==> config.mk <==
export PLATFORM = sky130hd
export DESIGN_NAME = miller_rabin_witness_test_unit
export DESIGN_NICKNAME = d
export VERILOG_FILES = /design/src/hw/rtl/mrw_pkg.sv /design/src/hw/rtl/mrw_modmul.sv /design/src/hw/rtl/mrw_reduce.sv /design/src/hw/rtl/miller_rabin_witness_test_unit.sv
export SDC_FILE = /design/constraint.sdc
export NUM_CORES = 1
export LEC_CHECK = 0
export BUFFER_PORTS_ARGS = -buffer_cell sky130_fd_sc_hd__buf_4
export CORE_MARGIN = 1.5
export CORE_UTILIZATION = 41
export DETAILED_ROUTE_END_ITERATION = 8
export GPL_ROUTABILITY_DRIVEN = 0
export PLACE_DENSITY = 0.61
export SLEW_MARGIN = 20
export SYNTH_ARGS = -nofsm -noshare
export SYNTH_HDL_FRONTEND = slang
export SYNTH_SLANG_ARGS = --single-unit
==> constraint.sdc <==
create_clock -name clk -period 17.3 [get_ports clk]
set_clock_uncertainty 0.2 [all_clocks]
set_input_delay 3.46 -clock clk [delete_from_list [all_inputs] [get_ports clk]]
set_output_delay 3.46 -clock clk [all_outputs]
set_load 0.01 [all_outputs]
==> src/hw/rtl/mrw_pkg.sv <==
// ----------------------------------------------------------------------------
// Miller-Rabin witness test package
// Shared widths, verdict codes and sequencer states.
// ----------------------------------------------------------------------------
package mrw_pkg;

  localparam int NUM_BITS = 32;
  localparam int CNT_W    = $clog2(NUM_BITS + 1);

  typedef logic [NUM_BITS-1:0] word_t;
  typedef logic [CNT_W-1:0]    cnt_t;

  typedef enum logic [1:0] {
    VERDICT_COMPOSITE = 2'd0,
    VERDICT_PROBABLE  = 2'd1,
    VERDICT_SMALL     = 2'd2
  } verdict_t;

  typedef enum logic [3:0] {
    ST_IDLE,
    ST_REDUCE,
    ST_SPLIT,
    ST_POW_MUL,
    ST_POW_MUL_WAIT,
    ST_POW_SQR,
    ST_POW_SQR_WAIT,
    ST_CHECK,
    ST_SQR,
    ST_SQR_WAIT,
    ST_DONE
  } state_t;

  typedef struct packed {
    logic start;
  } mul_ctl_t;

  typedef struct packed {
    logic busy;
    logic done;
  } mul_sts_t;

endpackage

==> src/hw/rtl/mrw_modmul.sv <==
// ----------------------------------------------------------------------------
// Bit-serial modular multiplier
// Computes a*b mod m by interleaved shift-add, one bit of b per cycle.
// Operands must already be below m.
// ----------------------------------------------------------------------------
module mrw_modmul (
  input  logic             clk,
  input  logic             rst,
  input  mrw_pkg::mul_ctl_t ctl,
  input  mrw_pkg::word_t   a,
  input  mrw_pkg::word_t   b,
  input  mrw_pkg::word_t   m,
  output mrw_pkg::mul_sts_t sts,
  output mrw_pkg::word_t   product
);

  mrw_pkg::word_t acc;
  mrw_pkg::word_t op_a;
  mrw_pkg::word_t op_b;
  mrw_pkg::word_t modulus;
  mrw_pkg::cnt_t  count;
  logic           running;
  logic           done;

  logic [mrw_pkg::NUM_BITS:0]   dbl;
  logic [mrw_pkg::NUM_BITS:0]   dbl_red;
  logic [mrw_pkg::NUM_BITS+1:0] sum;
  logic [mrw_pkg::NUM_BITS+1:0] sum_red;
  mrw_pkg::word_t               acc_next;

  always_comb begin
    // double, reduce once, add the next bit's addend, reduce once
    dbl     = {acc, 1'b0};
    dbl_red = (dbl >= {1'b0, modulus}) ? dbl - {1'b0, modulus} : dbl;
    sum     = {1'b0, dbl_red} +
              (op_b[mrw_pkg::NUM_BITS-1] ? {2'b00, op_a} : '0);
    sum_red = (sum >= {2'b00, modulus}) ? sum - {2'b00, modulus} : sum;
    acc_next = sum_red[mrw_pkg::NUM_BITS-1:0];
  end

  always_ff @(posedge clk) begin
    if (rst) begin
      running <= 1'b0;
      done    <= 1'b0;
      count   <= '0;
    end else begin
      done <= 1'b0;
      if (ctl.start && !running) begin
        running <= 1'b1;
        count   <= mrw_pkg::cnt_t'(mrw_pkg::NUM_BITS);
      end else if (running) begin
        count <= count - 1'b1;
        if (count == mrw_pkg::cnt_t'(1)) begin
          running <= 1'b0;
          done    <= 1'b1;
        end
      end
    end
  end

  always_ff @(posedge clk) begin
    if (ctl.start && !running) begin
      acc     <= '0;
      op_a    <= a;
      op_b    <= b;
      modulus <= m;
    end else if (running) begin
      acc  <= acc_next;
      op_b <= {op_b[mrw_pkg::NUM_BITS-2:0], 1'b0};
    end
  end

  assign sts.busy = running;
  assign sts.done = done;
  assign product  = acc;

endmodule

==> src/hw/rtl/mrw_reduce.sv <==
// ----------------------------------------------------------------------------
// Bit-serial reducer
// Computes x mod m by restoring shift-subtract, one bit of x per cycle.
// ----------------------------------------------------------------------------
module mrw_reduce (
  input  logic             clk,
  input  logic             rst,
  input  mrw_pkg::mul_ctl_t ctl,
  input  mrw_pkg::word_t   x,
  input  mrw_pkg::word_t   m,
  output mrw_pkg::mul_sts_t sts,
  output mrw_pkg::word_t   rem
);

  mrw_pkg::word_t r;
  mrw_pkg::word_t dividend;
  mrw_pkg::word_t modulus;
  mrw_pkg::cnt_t  count;
  logic           running;
  logic           done;

  logic [mrw_pkg::NUM_BITS:0] trial;

  assign trial = {r, dividend[mrw_pkg::NUM_BITS-1]};

  always_ff @(posedge clk) begin
    if (rst) begin
      running <= 1'b0;
      done    <= 1'b0;
      count   <= '0;
    end else begin
      done <= 1'b0;
      if (ctl.start && !running) begin
        running <= 1'b1;
        count   <= mrw_pkg::cnt_t'(mrw_pkg::NUM_BITS);
      end else if (running) begin
        count <= count - 1'b1;
        if (count == mrw_pkg::cnt_t'(1)) begin
          running <= 1'b0;
          done    <= 1'b1;
        end
      end
    end
  end

  always_ff @(posedge clk) begin
    if (ctl.start && !running) begin
      r        <= '0;
      dividend <= x;
      modulus  <= m;
    end else if (running) begin
      dividend <= {dividend[mrw_pkg::NUM_BITS-2:0], 1'b0};
      if (trial >= {1'b0, modulus}) begin
        r <= mrw_pkg::word_t'(trial - {1'b0, modulus});
      end else begin
        r <= trial[mrw_pkg::NUM_BITS-1:0];
      end
    end
  end

  assign sts.busy = running;
  assign sts.done = done;
  assign rem      = r;

endmodule

==> src/hw/rtl/miller_rabin_witness_test_unit.sv <==
// ----------------------------------------------------------------------------
// Miller-Rabin witness test unit
// Sequence: small or even candidates strobe the verdict in the cycle after the
//   request. Odd candidates first reduce the base with the reducer, strip the
//   trailing zeros of n-1 to split it, then run modular multiplies on the
//   bit-serial multiplier: one squaring per exponent bit, one multiply per set
//   bit, then up to r-1 squarings.
// Throughput: one request at a time; busy stays high until verdict strobes.
// Reset: synchronous rst returns the sequencer to idle and drops busy.
// ----------------------------------------------------------------------------
module miller_rabin_witness_test_unit (
  input  logic           clk,
  input  logic           rst,
  input  logic           start,
  output logic           busy,
  input  logic [31:0]    candidate,
  input  logic [31:0]    witness,
  output logic           done,
  output logic [1:0]     verdict
);

  mrw_pkg::state_t state;
  mrw_pkg::state_t state_next;

  mrw_pkg::word_t n;
  mrw_pkg::word_t nm1;
  mrw_pkg::word_t d;
  mrw_pkg::word_t x;
  mrw_pkg::word_t base;
  mrw_pkg::cnt_t  r;
  mrw_pkg::verdict_t result;

  mrw_pkg::mul_ctl_t mul_ctl;
  mrw_pkg::mul_ctl_t red_ctl;
  mrw_pkg::mul_sts_t mul_sts;
  mrw_pkg::mul_sts_t red_sts;
  mrw_pkg::word_t    mul_a;
  mrw_pkg::word_t    mul_b;
  mrw_pkg::word_t    product;
  mrw_pkg::word_t    rem;

  mrw_pkg::word_t cand_w;
  mrw_pkg::word_t wit_w;
  logic           small_case;
  mrw_pkg::verdict_t small_verdict;

  assign cand_w = candidate[mrw_pkg::NUM_BITS-1:0];
  assign wit_w  = witness[mrw_pkg::NUM_BITS-1:0];

  always_comb begin
    small_case    = 1'b1;
    small_verdict = mrw_pkg::VERDICT_COMPOSITE;
    if (cand_w == mrw_pkg::word_t'(2) || cand_w == mrw_pkg::word_t'(3)) begin
      small_verdict = mrw_pkg::VERDICT_SMALL;
    end else if (cand_w <= mrw_pkg::word_t'(4) || !cand_w[0]) begin
      small_verdict = mrw_pkg::VERDICT_COMPOSITE;
    end else begin
      small_case = 1'b0;
    end
  end

  mrw_modmul u_mul (
    .clk     (clk),
    .rst     (rst),
    .ctl     (mul_ctl),
    .a       (mul_a),
    .b       (mul_b),
    .m       (n),
    .sts     (mul_sts),
    .product (product)
  );

  // reducer loads its operands straight from the request ports
  mrw_reduce u_red (
    .clk (clk),
    .rst (rst),
    .ctl (red_ctl),
    .x   (wit_w),
    .m   (cand_w),
    .sts (red_sts),
    .rem (rem)
  );

  // next state
  always_comb begin
    state_next = state;
    case (state)
      mrw_pkg::ST_IDLE: begin
        if (start) begin
          state_next = small_case ? mrw_pkg::ST_DONE : mrw_pkg::ST_REDUCE;
        end
      end
      mrw_pkg::ST_REDUCE: begin
        if (red_sts.done) state_next = mrw_pkg::ST_SPLIT;
      end
      mrw_pkg::ST_SPLIT: begin
        if (d[0]) state_next = mrw_pkg::ST_POW_MUL;
      end
      mrw_pkg::ST_POW_MUL: begin
        if (d == '0) state_next = mrw_pkg::ST_CHECK;
        else if (d[0]) state_next = mrw_pkg::ST_POW_MUL_WAIT;
        else state_next = mrw_pkg::ST_POW_SQR;
      end
      mrw_pkg::ST_POW_MUL_WAIT: begin
        if (mul_sts.done) state_next = mrw_pkg::ST_POW_SQR;
      end
      mrw_pkg::ST_POW_SQR: begin
        state_next = mrw_pkg::ST_POW_SQR_WAIT;
      end
      mrw_pkg::ST_POW_SQR_WAIT: begin
        if (mul_sts.done) state_next = mrw_pkg::ST_POW_MUL;
      end
      mrw_pkg::ST_CHECK: begin
        if (x == mrw_pkg::word_t'(1) || x == nm1) state_next = mrw_pkg::ST_DONE;
        else if (r <= mrw_pkg::cnt_t'(1)) state_next = mrw_pkg::ST_DONE;
        else state_next = mrw_pkg::ST_SQR;
      end
      mrw_pkg::ST_SQR: begin
        state_next = mrw_pkg::ST_SQR_WAIT;
      end
      mrw_pkg::ST_SQR_WAIT: begin
        if (mul_sts.done) begin
          if (product == mrw_pkg::word_t'(1) || product == nm1) begin
            state_next = mrw_pkg::ST_DONE;
          end else if (r <= mrw_pkg::cnt_t'(2)) begin
            state_next = mrw_pkg::ST_DONE;
          end else begin
            state_next = mrw_pkg::ST_SQR;
          end
        end
      end
      mrw_pkg::ST_DONE: begin
        state_next = mrw_pkg::ST_IDLE;
      end
      default: state_next = mrw_pkg::ST_IDLE;
    endcase
  end

  // unit controls
  always_comb begin
    mul_ctl.start = 1'b0;
    red_ctl.start = 1'b0;
    mul_a         = x;
    mul_b         = base;
    case (state)
      mrw_pkg::ST_IDLE: begin
        red_ctl.start = start && !small_case;
      end
      mrw_pkg::ST_POW_MUL: begin
        mul_ctl.start = (d != '0) && d[0];
      end
      mrw_pkg::ST_POW_SQR: begin
        mul_ctl.start = 1'b1;
        mul_a         = base;
      end
      mrw_pkg::ST_SQR: begin
        mul_ctl.start = 1'b1;
        mul_b         = x;
      end
      default: begin
        mul_ctl.start = 1'b0;
      end
    endcase
  end

  always_ff @(posedge clk) begin
    if (rst) begin
      state <= mrw_pkg::ST_IDLE;
    end else begin
      state <= state_next;
    end
  end

  always_ff @(posedge clk) begin
    case (state)
      mrw_pkg::ST_IDLE: begin
        if (start) begin
          n      <= cand_w;
          nm1    <= cand_w - 1'b1;
          d      <= cand_w - 1'b1;
          r      <= '0;
          result <= small_verdict;
        end
      end
      mrw_pkg::ST_REDUCE: begin
        base <= rem;
        x    <= mrw_pkg::word_t'(1);
      end
      mrw_pkg::ST_SPLIT: begin
        // drop one trailing zero per cycle
        if (!d[0]) begin
          d <= d >> 1;
          r <= r + 1'b1;
        end
      end
      mrw_pkg::ST_POW_MUL_WAIT: begin
        if (mul_sts.done) x <= product;
      end
      mrw_pkg::ST_POW_SQR: begin
        d <= d >> 1;
      end
      mrw_pkg::ST_POW_SQR_WAIT: begin
        if (mul_sts.done) base <= product;
      end
      mrw_pkg::ST_CHECK: begin
        if (x == mrw_pkg::word_t'(1) || x == nm1) result <= mrw_pkg::VERDICT_PROBABLE;
        else result <= mrw_pkg::VERDICT_COMPOSITE;
      end
      mrw_pkg::ST_SQR_WAIT: begin
        if (mul_sts.done) begin
          x <= product;
          r <= r - 1'b1;
          if (product == nm1) result <= mrw_pkg::VERDICT_PROBABLE;
        end
      end
      default: begin
      end
    endcase
  end

  assign busy    = (state != mrw_pkg::ST_IDLE);
  assign done    = (state == mrw_pkg::ST_DONE);
  assign verdict = result;

endmodule

==> reports/results.txt <==
Root buffer cell = clkbuf_16
Hold Crit Class = reg2reg
I/O Buffers = 70
GR Util met3 = 0.0260
Netlist cell types = 81
Fin. Hold Viols = 0
CTS tree = built
Clk sink count = 412
EDFF count, synth = 328
Predominant post-synthesis flop cell = edfxtp_1
Chip height = 250 um
FF+latch count, synth = 412
Maximum clock path buffer count = 3
1st-iter DRT viols = 1804
Effective utilization at floorplan = 0.415
Fin crit period = 8670 ps
Worst path depth = 29
I/O pin count = 71
Most Frequent Cell on Critical Path = ha_1
Final ANT Viol Nets = 0
FFs w/ async S/R, synth = 0
Crit path kind = reg2reg
Synth warn = 0
Core area = 60400 um^2
R2R depth = 29
Floorplan row count = 90
Startpoint types = flop
Clk slew on worst S/H paths = 60 ps
CTS H-Tree Depth = 2
Initial antenna violation count = 1
RSZ-0062 raised after global routing = no
Total length of routed wires = 73.6 mm
Max Slew Vio Count = 0
Critical Path RT = 17570 ps
Die width = 250 um
TritonCTS buffer count = 46
Max Cap Viol = 0
Share of post-route cells with drive strength above 1 = 0.122
Largest net degree at the start of global routing = 67
Syn nets = 2633
R2R Setup Slk = 8630 ps
Final #Nets = 2680
Postcts setup bufs = 0
Post-detail-place hpwl = 55.1 mm
CP Data Arrival Time = 8940 ps
Layer with the highest usage = met2
Worst path buffer plus inverter count = 1
Tot GR Track Use = 0.232
R2R Path End = u_mul.product[14]
Synth Instances = 2422
M2 GR Usage = 0.378
Area of the mapped netlist = 25100 um^2
Setup violations, final = 0
WL/cell = 22.4 um
Worst Tran Pin Value = 1050 ps
Vias in the first global route = 18908
Sequential area share after synthesis = 0.460
Worst Setup End Kind = flop
First-pass GRT wire length = 112 mm
RR Startpoint = u_mul.product[12]
Period utilization = 0.501
Syn_area_per_cell = 10.3 um^2
Post-CTS Hold Buffers = 0
Crit-path slowest cell = nand2_2
Crit. Startpoint = u_mul.product[12]
Via count = 19483
DRT Pass-1 Iters = 6
Antenna Diode Count = 0
Vias per std cell = 5.92
Hold Crit Start = n[7]
Fillers = 5585
Post-CTS Resized = 0
GRT overflow = 0
Die ar. = 62600 um^2
Slowest stage delay, CP = 810 ps
CP endpoint = u_mul.product[14]
Slew HR = 0.299
Layout area overhead = 11.5%
Worst skew pair latency = 600 ps
Drt drc = 0
Outcome = finished, final reports clean
Met1 GRT Util = 0.318
Critical path's top delay family = compound AO/OA/AOI/OAI gates
Max FO, Critical Path = 57
Max Clk Rate = 115 MHz
TNS Setup = 0 ps
-- cell families after synthesis --
family                   count (synthesis)  synth area share
AND/OR/NAND/NOR                        714             0.141
AO/OA/AOI/OAI                          562             0.150
flip-flops                             412             0.460
buffers and inverters                  222            0.0347
XOR/XNOR                               211            0.0737
multiplexers                           157            0.0680
adder cells (fa/ha/maj)                144            0.0731
-- flip-flops by register name (all words and copies together), names as in the netlist, 2 cells and up --
name and count:
u_red.rem 32, u_red.modulus 32, state 4, u_red.count 6, x 32, u_mul.modulus 32, u_mul.count 6, u_mul.product 32
d 32, u_red.dividend 32, nm1 32, base 32, r 6, verdict 2, u_mul.op_b 32, u_mul.op_a 32
n 32
-- final cells by class --
type	instances	area, um^2	area share
Multi-Input combinational cell	1788	12700	0.455
Sequential cell	412	11500	0.413
Clock buffer	63	1260	0.0450
Tap cell	782	978	0.0350
Timing Repair Buffer	94	706	0.0253
Inverter	127	477	0.0171
Clock inverter	23	262	0.00936
-- stage by stage --
step / hold WS, ps / std cells / cell area, um^2 / worst slack, ps / utilization
2_1_floorplan: 200 / 2422 / 25100 / 10410 / -
3_3_place_gp: 202 / 3203 / 26400 / 8930 / 0.438
3_5_place_dp: 205 / 3203 / 26400 / 8720 / 0.438
4_1_cts: 218 / 3289 / 27900 / 8690 / 0.463
5_1_grt: 230 / 3289 / 27900 / 8130 / 0.463
6_report: 216 / 3289 / 27900 / 8630 / 0.463
-- per-layer routing --
metal | up-vias | wire length, um
met4 | 0 | 2660
met3 | 139 | 5040
li1 | 9058 | -
met1 | 9448 | 32000
met5 | - | 0
met2 | 838 | 33900
-- synth_stat cells (all sizes together), types with 32 or more instances --
cell type | n | share of area
o311ai | 37 | 0.013
inv | 127 | 0.019
ha | 140 | 0.070
xnor2 | 110 | 0.038
o21ai | 84 | 0.017
mux2 | 106 | 0.048
mux2i | 51 | 0.020
clkbuf | 78 | 0.012
a21o | 43 | 0.013
nor4 | 41 | 0.010
nor2 | 173 | 0.026
and2 | 68 | 0.017
nand2 | 172 | 0.026
nand3 | 76 | 0.015
xor2 | 101 | 0.035
a22o | 32 | 0.011
edfxtp | 328 | 0.39
nor3 | 44 | 0.0088
dfxtp | 84 | 0.067
a21oi | 179 | 0.036
-- layout by cell type, fill, tap and decap left out, drive strengths merged, types with 9 or more instances in the layout --
master and instances:
mux2 106, a31oi 14, a22o 32, a32oi 9
xor2 101, clkbuf 63, o22ai 9, or3 14
nor3 44, nand2b 24, nand4 30, buf 94
ha 140, o311ai 37, nor2 173, inv 128
o31ai 15, and2 68, o21ai 84, nand2 172
a21o 43, dfxtp 84, o21bai 19, and3 21
xnor2 110, nor2b 21, o21a 26, mux2i 51
clkinv 13, edfxtp 328, a211oi 13, nand3 76
nor4 41, a21boi 10, a21oi 179
-- worst min-delay path by stage --
stage / endpoint / cells past startpoint
floorplan: u_mul.modulus[0] / 0
global placement: u_mul.modulus[0] / 0
detailed placement: u_mul.modulus[22] / 0
CTS: u_mul.modulus[25] / 0
global route: u_mul.modulus[24] / 0
finish: u_mul.modulus[7] / 0
Power is left out: the tool's default activity adds up to more than one toggle a clock period on the data nets, which glitch-free logic cannot reach.
